### src/rtl/assert_macros.svh
// Assertion macros shared by the merge selector RTL files.
`ifndef ASSERT_MACROS_SVH
`define ASSERT_MACROS_SVH

// The antecedent holds in a cycle, so the consequent holds in the same cycle.
`define ASSERT_SAME(label, clk, rst, ante, cons, msg) \
  label: assert property (@(posedge clk) disable iff (rst) (ante) |-> (cons)) \
    else $error(msg);

// The antecedent holds in a cycle, so the consequent holds in the next cycle.
`define ASSERT_NEXT(label, clk, rst, ante, cons, msg) \
  label: assert property (@(posedge clk) disable iff (rst) (ante) |=> (cons)) \
    else $error(msg);

`endif

### src/rtl/kms_pkg.sv
// Types and constants shared by the k-way merge selector.
package kms_pkg;

  localparam int SOURCES_DEF  = 16;
  localparam int KEY_BITS_DEF = 64;

  // Fixed field widths of the item and result transfers.
  localparam int SRC_W   = 4;
  localparam int KEY_W   = 64;
  localparam int SRC_IDS = 2 ** SRC_W;

  // Configuration port.
  localparam int CFG_IDX_W  = 1;
  localparam int CFG_DATA_W = 5;
  localparam int SC_W       = 5;

  localparam logic [CFG_IDX_W-1:0] CFG_UNIQUE_MODE  = 1'd0;
  localparam logic [CFG_IDX_W-1:0] CFG_SOURCE_COUNT = 1'd1;

  localparam logic [SC_W-1:0] SOURCE_COUNT_RESET = 5'd2;

  typedef struct packed {
    logic [SRC_W-1:0] source;
    logic [KEY_W-1:0] key;
    logic             ended;
  } item_t;

  typedef struct packed {
    logic             emitted;
    logic [SRC_W-1:0] chosen_source;
    logic [KEY_W-1:0] chosen_key;
    logic             keep;
    logic             finished;
  } result_t;

  typedef enum logic [1:0] {
    OP_HOLD,
    OP_INSERT,
    OP_POP
  } cell_op_t;

  typedef struct packed {
    cell_op_t op;
    logic     at_fill;
  } cell_ctl_t;

  typedef enum logic {
    ST_IDLE,
    ST_PLACE
  } state_t;

endpackage

### src/rtl/kms_cell.sv
// One slot of the ordered source list: holds a source and its head key.
`include "assert_macros.svh"

module kms_cell #(
  parameter int KEY_BITS = kms_pkg::KEY_BITS_DEF
) (
  input  logic                     clk,
  input  logic                     rst,
  input  kms_pkg::cell_ctl_t       ctl,
  input  logic [KEY_BITS-1:0]      ins_key,
  input  logic [kms_pkg::SRC_W-1:0] ins_src,
  input  logic                     prev_valid,
  input  logic                     prev_ahead,
  input  logic [kms_pkg::SRC_W-1:0] prev_src,
  input  logic [KEY_BITS-1:0]      prev_key,
  input  logic                     next_valid,
  input  logic [kms_pkg::SRC_W-1:0] next_src,
  input  logic [KEY_BITS-1:0]      next_key,
  output logic                     valid,
  output logic [kms_pkg::SRC_W-1:0] src,
  output logic [KEY_BITS-1:0]      key,
  output logic                     ahead
);

  // An entry stays in front of the new one if its key is smaller; at fill an
  // equal key with a lower source index also stays in front.
  always_comb begin
    ahead = valid && ((key < ins_key) ||
                      (ctl.at_fill && (key == ins_key) && (src < ins_src)));
  end

  always_ff @(posedge clk) begin
    if (rst) begin
      valid <= 1'b0;
    end else begin
      case (ctl.op)
        kms_pkg::OP_INSERT: begin
          if (!ahead) begin
            valid <= prev_ahead ? 1'b1 : prev_valid;
          end
        end
        kms_pkg::OP_POP: begin
          valid <= next_valid;
        end
        default: begin
        end
      endcase
    end
  end

  always_ff @(posedge clk) begin
    case (ctl.op)
      kms_pkg::OP_INSERT: begin
        if (!ahead) begin
          if (prev_ahead) begin
            src <= ins_src;
            key <= ins_key;
          end else begin
            src <= prev_src;
            key <= prev_key;
          end
        end
      end
      kms_pkg::OP_POP: begin
        src <= next_src;
        key <= next_key;
      end
      default: begin
      end
    endcase
  end

  `ASSERT_SAME(a_cell_sorted, clk, rst, valid && prev_valid, prev_key <= key, "list out of key order")

endmodule

### src/rtl/kway_merge_selector.sv
// Top level of the k-way merge selector: control, configuration and the cell row.
// Fill items: no result until the last one; its result is loaded into the output register at that transfer.
// Running phase: each replacement item pops the front of the cell row at its transfer; PLACE then
// inserts it and loads its result once the output register is free, so no new item is taken until
// it is placed; a stalled result holds the next item transfer back until the result transfer has happened.
// Reset (rst, synchronous, active high): empty list, fill phase, unique_mode 0, source_count 2.
`include "assert_macros.svh"

module kway_merge_selector #(
  parameter int SOURCES  = kms_pkg::SOURCES_DEF,
  parameter int KEY_BITS = kms_pkg::KEY_BITS_DEF
) (
  input  logic                          clk,
  input  logic                          rst,
  input  logic                          item_valid,
  output logic                          item_stall,
  input  kms_pkg::item_t                item,
  output logic                          result_valid,
  input  logic                          result_stall,
  output kms_pkg::result_t              result,
  input  logic                          cfg_write,
  input  logic [kms_pkg::CFG_IDX_W-1:0] cfg_index,
  input  logic [kms_pkg::CFG_DATA_W-1:0] cfg_data
);

  // Counters must hold both SOURCES and any source_count value.
  localparam int CNT_W = ($clog2(SOURCES + 1) > kms_pkg::SC_W) ?
                         $clog2(SOURCES + 1) : kms_pkg::SC_W;
  localparam logic [CNT_W-1:0] SOURCES_C = CNT_W'(SOURCES);

  // Configuration registers.
  logic                    unique_mode;
  logic [kms_pkg::SC_W-1:0] source_count;

  // Merge control state.
  kms_pkg::state_t              state, state_next;
  logic                         running;
  logic [CNT_W-1:0]             fill_count;
  logic [kms_pkg::SRC_IDS-1:0]  live;
  logic [KEY_BITS-1:0]          prev_key;
  logic                         first_pending;

  // The replacement taken in the running phase, placed in PLACE once the output register is free.
  logic [kms_pkg::SRC_W-1:0]    pend_src;
  logic [KEY_BITS-1:0]          pend_key;
  logic                         pend_ended;

  // The cell row. Cell 0 is the front of the list.
  logic                         c_valid [SOURCES];
  logic [kms_pkg::SRC_W-1:0]    c_src   [SOURCES];
  logic [KEY_BITS-1:0]          c_key   [SOURCES];
  logic                         c_ahead [SOURCES];

  kms_pkg::cell_ctl_t           ctl;
  logic [KEY_BITS-1:0]          ins_key;
  logic [kms_pkg::SRC_W-1:0]    ins_src;

  logic                         slot_free;
  logic                         item_take;
  logic [CNT_W-1:0]             cnt_used;
  logic [CNT_W-1:0]             sc_ext;
  logic [CNT_W-1:0]             fill_inc;
  logic                         fill_done;
  logic [KEY_BITS-1:0]          item_key;
  logic                         do_ins;

  // Result loading, shared by the end of fill and the running phase.
  logic                         load_res;
  logic                         front_valid;
  logic [kms_pkg::SRC_W-1:0]    front_src;
  logic [KEY_BITS-1:0]          front_key;
  logic                         keep_bit;

  // The output register is free when empty or when its transfer happens now.
  assign slot_free = !result_valid || !result_stall;
  assign item_take = item_valid && !item_stall;
  assign item_key  = item.key[KEY_BITS-1:0];

  // The source count in use is clamped to the range one to SOURCES.
  assign sc_ext    = CNT_W'(source_count);
  assign cnt_used  = (sc_ext == '0) ? CNT_W'(1) : ((sc_ext > SOURCES_C) ? SOURCES_C : sc_ext);
  assign fill_inc  = fill_count + CNT_W'(1);
  assign fill_done = (fill_inc >= cnt_used);

  // A fill item places its source only if it is in range, not yet live and not ended.
  assign do_ins = (CNT_W'(item.source) < cnt_used) && !live[item.source] && !item.ended;

  // Next-state logic. An item is taken only in IDLE; a running-phase item then moves to PLACE,
  // which places the replacement once the output register is free.
  always_comb begin
    state_next = state;
    case (state)
      kms_pkg::ST_IDLE: begin
        if (item_take && running) begin
          state_next = kms_pkg::ST_PLACE;
        end
      end
      kms_pkg::ST_PLACE: begin
        if (slot_free) begin
          state_next = kms_pkg::ST_IDLE;
        end
      end
      default: begin
        state_next = kms_pkg::ST_IDLE;
      end
    endcase
  end

  // Output logic: the command to the cell row and the result load.
  always_comb begin
    item_stall  = 1'b1;
    ctl.op      = kms_pkg::OP_HOLD;
    ctl.at_fill = 1'b0;
    ins_key     = pend_key;
    ins_src     = pend_src;
    load_res    = 1'b0;
    front_valid = c_valid[0];
    front_src   = c_src[0];
    front_key   = c_key[0];
    case (state)
      kms_pkg::ST_IDLE: begin
        item_stall = !slot_free;
        if (!running) begin
          // Fill: place the head record in the same cycle as its transfer.
          ctl.at_fill = 1'b1;
          ins_key     = item_key;
          ins_src     = item.source;
          if (item_take) begin
            if (do_ins) begin
              ctl.op = kms_pkg::OP_INSERT;
            end
            load_res    = fill_done;
            front_valid = do_ins || c_valid[0];
            if (do_ins && !c_ahead[0]) begin
              front_src = item.source;
              front_key = item_key;
            end
          end
        end else if (item_take) begin
          // Running: the emitted source leaves the front of the list.
          ctl.op = kms_pkg::OP_POP;
        end
      end
      kms_pkg::ST_PLACE: begin
        if (slot_free) begin
          if (!pend_ended) begin
            ctl.op = kms_pkg::OP_INSERT;
          end
          load_res    = 1'b1;
          front_valid = !pend_ended || c_valid[0];
          if (!pend_ended && !c_ahead[0]) begin
            front_src = pend_src;
            front_key = pend_key;
          end
        end
      end
      default: begin
      end
    endcase
  end

  // A key equal to the last emitted one is dropped in unique mode, never on the first emission.
  assign keep_bit = !(unique_mode && !first_pending && (front_key == prev_key));

  genvar i;
  generate
    for (i = 0; i < SOURCES; i++) begin : g_cell
      logic                      p_valid;
      logic                      p_ahead;
      logic [kms_pkg::SRC_W-1:0] p_src;
      logic [KEY_BITS-1:0]       p_key;
      logic                      n_valid;
      logic [kms_pkg::SRC_W-1:0] n_src;
      logic [KEY_BITS-1:0]       n_key;

      if (i == 0) begin : g_head
        // Nothing stands before the front cell, so a new entry may always go there.
        assign p_valid = 1'b0;
        assign p_ahead = 1'b1;
        assign p_src   = '0;
        assign p_key   = '0;
      end else begin : g_body
        assign p_valid = c_valid[i-1];
        assign p_ahead = c_ahead[i-1];
        assign p_src   = c_src[i-1];
        assign p_key   = c_key[i-1];
      end

      if (i == SOURCES - 1) begin : g_tail
        assign n_valid = 1'b0;
        assign n_src   = '0;
        assign n_key   = '0;
      end else begin : g_link
        assign n_valid = c_valid[i+1];
        assign n_src   = c_src[i+1];
        assign n_key   = c_key[i+1];
      end

      kms_cell #(
        .KEY_BITS(KEY_BITS)
      ) u_cell (
        .clk       (clk),
        .rst       (rst),
        .ctl       (ctl),
        .ins_key   (ins_key),
        .ins_src   (ins_src),
        .prev_valid(p_valid),
        .prev_ahead(p_ahead),
        .prev_src  (p_src),
        .prev_key  (p_key),
        .next_valid(n_valid),
        .next_src  (n_src),
        .next_key  (n_key),
        .valid     (c_valid[i]),
        .src       (c_src[i]),
        .key       (c_key[i]),
        .ahead     (c_ahead[i])
      );
    end
  endgenerate

  // Configuration writes.
  always_ff @(posedge clk) begin
    if (rst) begin
      unique_mode  <= 1'b0;
      source_count <= kms_pkg::SOURCE_COUNT_RESET;
    end else if (cfg_write) begin
      case (cfg_index)
        kms_pkg::CFG_UNIQUE_MODE:  unique_mode  <= cfg_data[0];
        kms_pkg::CFG_SOURCE_COUNT: source_count <= cfg_data[kms_pkg::SC_W-1:0];
        default: begin
        end
      endcase
    end
  end

  // Control state. A finish clears everything back to the fill phase; the cells are
  // already empty at that point.
  always_ff @(posedge clk) begin
    if (rst) begin
      state         <= kms_pkg::ST_IDLE;
      running       <= 1'b0;
      fill_count    <= '0;
      live          <= '0;
      prev_key      <= '0;
      first_pending <= 1'b1;
      result_valid  <= 1'b0;
    end else begin
      state <= state_next;

      if (load_res && !front_valid) begin
        running       <= 1'b0;
        fill_count    <= '0;
        live          <= '0;
        prev_key      <= '0;
        first_pending <= 1'b1;
      end else begin
        if (item_take && !running) begin
          fill_count <= fill_inc;
          if (do_ins) begin
            live[item.source] <= 1'b1;
          end
          if (fill_done) begin
            running <= 1'b1;
          end
        end

        if (item_take && running && item.ended) begin
          live[c_src[0]] <= 1'b0;
        end

        if (load_res) begin
          prev_key      <= front_key;
          first_pending <= 1'b0;
        end
      end

      if (load_res) begin
        result_valid <= 1'b1;
      end else if (result_valid && !result_stall) begin
        result_valid <= 1'b0;
      end
    end
  end

  // Payload registers.
  always_ff @(posedge clk) begin
    if (item_take && running) begin
      pend_src   <= c_src[0];
      pend_key   <= item_key;
      pend_ended <= item.ended;
    end
    if (load_res) begin
      result.emitted       <= front_valid;
      result.finished      <= !front_valid;
      result.chosen_source <= front_valid ? front_src : '0;
      result.chosen_key    <= front_valid ? kms_pkg::KEY_W'(front_key) : '0;
      result.keep          <= front_valid && keep_bit;
    end
  end

  `ASSERT_NEXT(a_finish_clears, clk, rst, load_res && !front_valid,
               !running && (live == '0), "finish did not return to fill")
  `ASSERT_SAME(a_front_live, clk, rst, c_valid[0], live[c_src[0]],
               "front of list is not a live source")
  `ASSERT_NEXT(a_place_loads, clk, rst, (state == kms_pkg::ST_PLACE) && slot_free,
               result_valid, "placement gave no result")
  `ASSERT_SAME(a_finished_zero, clk, rst, result_valid && result.finished,
               !result.emitted && (result.chosen_key == '0) && !result.keep,
               "finished result carries data")

endmodule

### config.mk
export PLATFORM = sky130hd
export DESIGN_NAME = kway_merge_selector
export DESIGN_NICKNAME = d
export VERILOG_FILES = /design/src/rtl/kms_pkg.sv /design/src/rtl/kms_cell.sv /design/src/rtl/kway_merge_selector.sv
export VERILOG_INCLUDE_DIRS = /design/src /design/src/rtl
export SDC_FILE = /design/constraint.sdc
export NUM_CORES = 2
export LEC_CHECK = 0
export BUFFER_PORTS_ARGS = -buffer_cell sky130_fd_sc_hd__buf_2
export CORE_MARGIN = 4
export CORE_UTILIZATION = 50
export DETAILED_ROUTE_END_ITERATION = 8
export PLACE_DENSITY = 0.64
export SLEW_MARGIN = 20
export SYNTH_ARGS = -nofsm -noshare
export SYNTH_HDL_FRONTEND = slang
export SYNTH_SLANG_ARGS = --single-unit
### constraint.sdc
create_clock -name clk -period 10.5 [get_ports clk]
set_clock_uncertainty 0.2 [all_clocks]
set_input_delay 2.1 -clock clk [delete_from_list [all_inputs] [get_ports clk]]
set_output_delay 2.1 -clock clk [all_outputs]
set_load 0.02 [all_outputs]
==> flow_metrics.py <==
metrics = {
    "clocking": {
        "cts_buffers": 165,
        "postCtsHoldBufs": 0,
        "cts_tree": "built",
        "post-cts-setup-buffers": 0,
        "cts.sinks": 1339,
        "clockRootBuffer": "clkbuf_16",
        "htreeDepth": 4,
        "path_clk_slew_ns": 0.06,
        "cts_max_path_buffers": 3,
        "cts.repair.resized": 0,
        "insertion_delay_ns": 0.85,
    },
    "power": {
        "netSwitchingFraction_pct": 49.1,
        "p_sw_uw": 16900,
        "p_comb_share_pct": 52.8,
        "power_frac_seq_pct": 30.3,
        "internal_power_uw": 17500,
        "ir_drop_mv": 0.337,
        "p_leak_uw": 0.0429,
        "p_per_area_mw_per_mm2": 313,
        "pwr-share-clk_pct": 16.9,
    },
    "layout": {
        "multiInputGateArea_mm2": 0.0582,
        "final_core_util_pct": 54.9,
        "layout-drive-gt1-share_pct": 8.84,
        "syn_to_final_growth_pct": 8.77,
        "regArea_mm2": 0.0391,
        "final_cells": 13400,
        "fillCellCount": 17800,
        "fin_nets": 11700,
    },
    "yosys": {
        "postSynthAreaPerCell_um2": 9.28,
        "ys_seq_area_share_pct": 38.7,
        "synthesis.nets": 12000,
        "yosysWarningCount": 0,
        "synthFlopType": "edfxtp_1",
        "synth_edf_count": 1228,
        "syn-cell-area_mm2": 0.101,
        "ys_async_sr_fraction_pct": 0,
        "syn-instance-count": 10900,
        "synthDistinctLibCells": 90,
        "synth_seq_cells": 1339,
    },
    "floorplanning": {
        "core.rowCount": 164,
        "start_util_pct": 50.4,
        "io_pins": 153,
        "fp.dieH_um": 458,
        "die_area_mm2": 0.209,
        "coreArea_mm2": 0.200,
        "die_width_um": 458,
    },
    "routing": {
        "postRouteAntennaNets": 0,
        "post_drt_wl_per_cell_um": 34.8,
        "drt_wl_total_um": 464000,
        "firstDrtPassIters": 7,
        "vias_per_cell": 7.34,
        "dr_wl_met2_um": 187000,
        "drc": 0,
        "num_vias": 98000,
        "met1Wirelength_um": 169000,
        "dr_wl_met3_um": 66500,
        "highest_layer": "met5",
        "drtIter0Drc": 16800,
    },
    "sta": {
        "hold_slack_ns": 0.243,
        "slew_violations": 0,
        "worstMarginPinSlew_ns": 1.33,
        "setup_tns_ns": 0,
        "relSlewSlack_pct": 11.6,
        "period_minus_slack_ns": 8.66,
        "hold_viol_final": 0,
        "period_share_pct": 82.5,
        "fmax_mhz": 115,
        "setup_violations": 0,
        "rsz0062_at_grt": "false",
    },
    "global_route": {
        "antenna_found_initial": 37,
        "globalRouteOverflowTotal": 0,
        "grt_pass1_vias": 92700,
        "grt_pass1_wl_um": 663000,
        "grt_max_degree": 186,
        "gr-usage-all-layers_pct": 42.6,
    },
    "setup_path": {
        "critPathSlowestCell": "a2111oi_0",
        "cp-end-kind": "flip-flop",
        "worst_path_most_repeated_cell": "a21oi_1",
        "path_delay_family": "compound AO/OA/AOI/OAI gates",
        "required_ns": 10.89,
        "cp_max_fo": 80,
        "worst_path_largest_cell_delay_ns": 0.92,
        "crit_chain": "nor2_4 > buf_12 > mux2_2 > inv_1 > ha_1 > a21oi_1 > nor2b_1 > o21ai_0 > nand2b_1 > a21oi_1 > o21ai_1 > a2111oi_0 > o31a_1 > o211ai_1 > o31ai_4 > buf_4 > nor2_1 > a221o_1",
        "startpoint_type": "flip-flop",
        "critPathArrivalTime_ns": 9.05,
        "cp_num_buf_inv": 3,
        "crit_type": "flip-flop to flip-flop",
    },
    "placed_design": {
        "place_inst": 13000,
        "dp_hpwl_um": 324000,
        "place_congestion": 1.03,
        "io_buffers": 152,
    },
    "run": {
        "drv_cap": 0,
    },
    "hold_path": {
        "hold_path.class": "flip-flop to flip-flop",
    },
    "outcome": {
        "status": "complete, no violations",
    },
}
-- metal layers --
layer  up-vias  track usage (%)
met5         -           0.0689
met4        26             31.3
met3      1676             14.0
met2      7818             59.4
met1     47300             54.9
li1      41200                -
-- sequential cells by signal (all words and copies together), names as in the netlist, 16 cells and up --
name,count
g_cell.u_cell.key,1024
g_cell.u_cell.valid,16
g_cell.u_cell.src,64
pend_key,64
prev_key,64
result,71
live,16
-- path summary, 6_finish.rpt --
path | from | endpoint | slack, ns | cells past startpoint
worst min-delay path | first_pending | first_pending | 0.24 | 1
worst max-delay path | running | g_cell[3].u_cell.key[36] | 1.84 | 18
worst max register to register | running | g_cell[3].u_cell.key[36] | 1.84 | 18
worst min register to register | first_pending | first_pending | 0.24 | 1
-- per-stage QoR --
stage	total power, µW	area (µm²)	worst slack, ns
finish	34400	110000	1.84
global route	35600	110000	1.98
CTS	33400	110000	2.37
detailed placement	27600	105000	1.92
global placement	27100	104000	1.82
floorplan	20900	101000	0.251
-- final cells by class --
| cell class | count | share of cell area (%) |
|---|---|---|
| Multi-Input combinational cell | 8384 | 52.9 |
| Sequential cell | 1339 | 35.6 |
| Clock buffer | 210 | 4.00 |
| Tap cell | 2656 | 3.02 |
| Timing Repair Buffer | 437 | 2.87 |
| Clock inverter | 99 | 0.783 |
| Inverter | 212 | 0.735 |
| Antenna cell | 21 | 0.0478 |
-- placed cells by master (no fill, tap or decap), types with 24 or more instances in the layout --
| cell | instances |
|---|---|
| edfxtp_1 | 1228 |
| nand2_1 | 1090 |
| ha_1 | 1081 |
| nor2_1 | 873 |
| a21oi_1 | 842 |
| nand4_1 | 642 |
| nand3_1 | 404 |
| a21o_1 | 390 |
| nor2b_1 | 295 |
| o211ai_1 | 278 |
| buf_4 | 265 |
| o221ai_1 | 211 |
| a311oi_1 | 210 |
| inv_1 | 206 |
| o21ai_0 | 204 |
| clkbuf_16 | 167 |
| mux2i_1 | 166 |
| buf_2 | 152 |
| a31oi_1 | 144 |
| nand2b_1 | 142 |
| a221o_1 | 142 |
| o31ai_1 | 142 |
| mux2_2 | 134 |
| nor3b_1 | 133 |
| a22oi_1 | 115 |
| o21a_1 | 109 |
| dfxtp_1 | 101 |
| a211oi_1 | 93 |
| nor4_1 | 85 |
| nor3_1 | 57 |
| clkinv_1 | 48 |
| clkbuf_1 | 38 |
| xnor2_1 | 34 |
| xor2_1 | 28 |
| and2_1 | 24 |
| clkinv_2 | 24 |
-- synthesized netlist by cell type, types with 93 or more instances --
cell	n	share of area, %
a211oi_1	93	0.69
a21o_1	393	2.9
dfxtp_1	111	2.2
a21oi_1	847	4.2
a22oi_1	115	0.85
nor2b_1	295	1.8
a311oi_1	210	1.8
a221o_1	142	1.4
o21ai_0	215	1.1
edfxtp_1	1228	36
o211ai_1	278	2.1
mux2i_1	166	1.6
a31oi_1	144	0.89
mux2_2	134	1.5
clkbuf_1	860	3.2
nand2_1	1093	4.1
o31ai_1	150	1.1
nand4_1	642	4.0
ha_1	1081	13
nand3_1	407	2.0
inv_1	207	0.77
o221ai_1	213	1.8
o21a_1	110	0.82
nor3b_1	133	0.99
nor2_1	887	3.3
nand2b_1	142	0.88
-- power by group through the flow --
stage / combinational (µW) / sequential (µW) / clock [µW]
after detailed placement: 17200 / 10400 / 0
after global routing: 19200 / 10500 / 6010
after global placement: 16700 / 10400 / 0
after CTS: 17300 / 10300 / 5810
final: 18100 / 10400 / 5820
after floorplan: 11100 / 9740 / 0
-- cells by family (layout without fill, tap and decap cells) --
| kind of cell | count (synthesis) | count (layout) | synth area share (%) |
|---|---|---|---|
| multiplexers | 304 | 304 | 3.23 |
| flip-flops | 1339 | 1339 | 38.7 |
| adder cells (fa/ha/maj) | 1081 | 1081 | 13.4 |
| AND/OR/NAND/NOR | 3870 | 3870 | 18.7 |
| AO/OA/AOI/OAI | 3067 | 3067 | 21.1 |
| buffers and inverters | 1161 | 958 | 4.35 |
| XOR/XNOR | 62 | 62 | 0.537 |
| other | 0 | 21 | 0 |
Note: power is estimated with default switching activity, not from simulation.
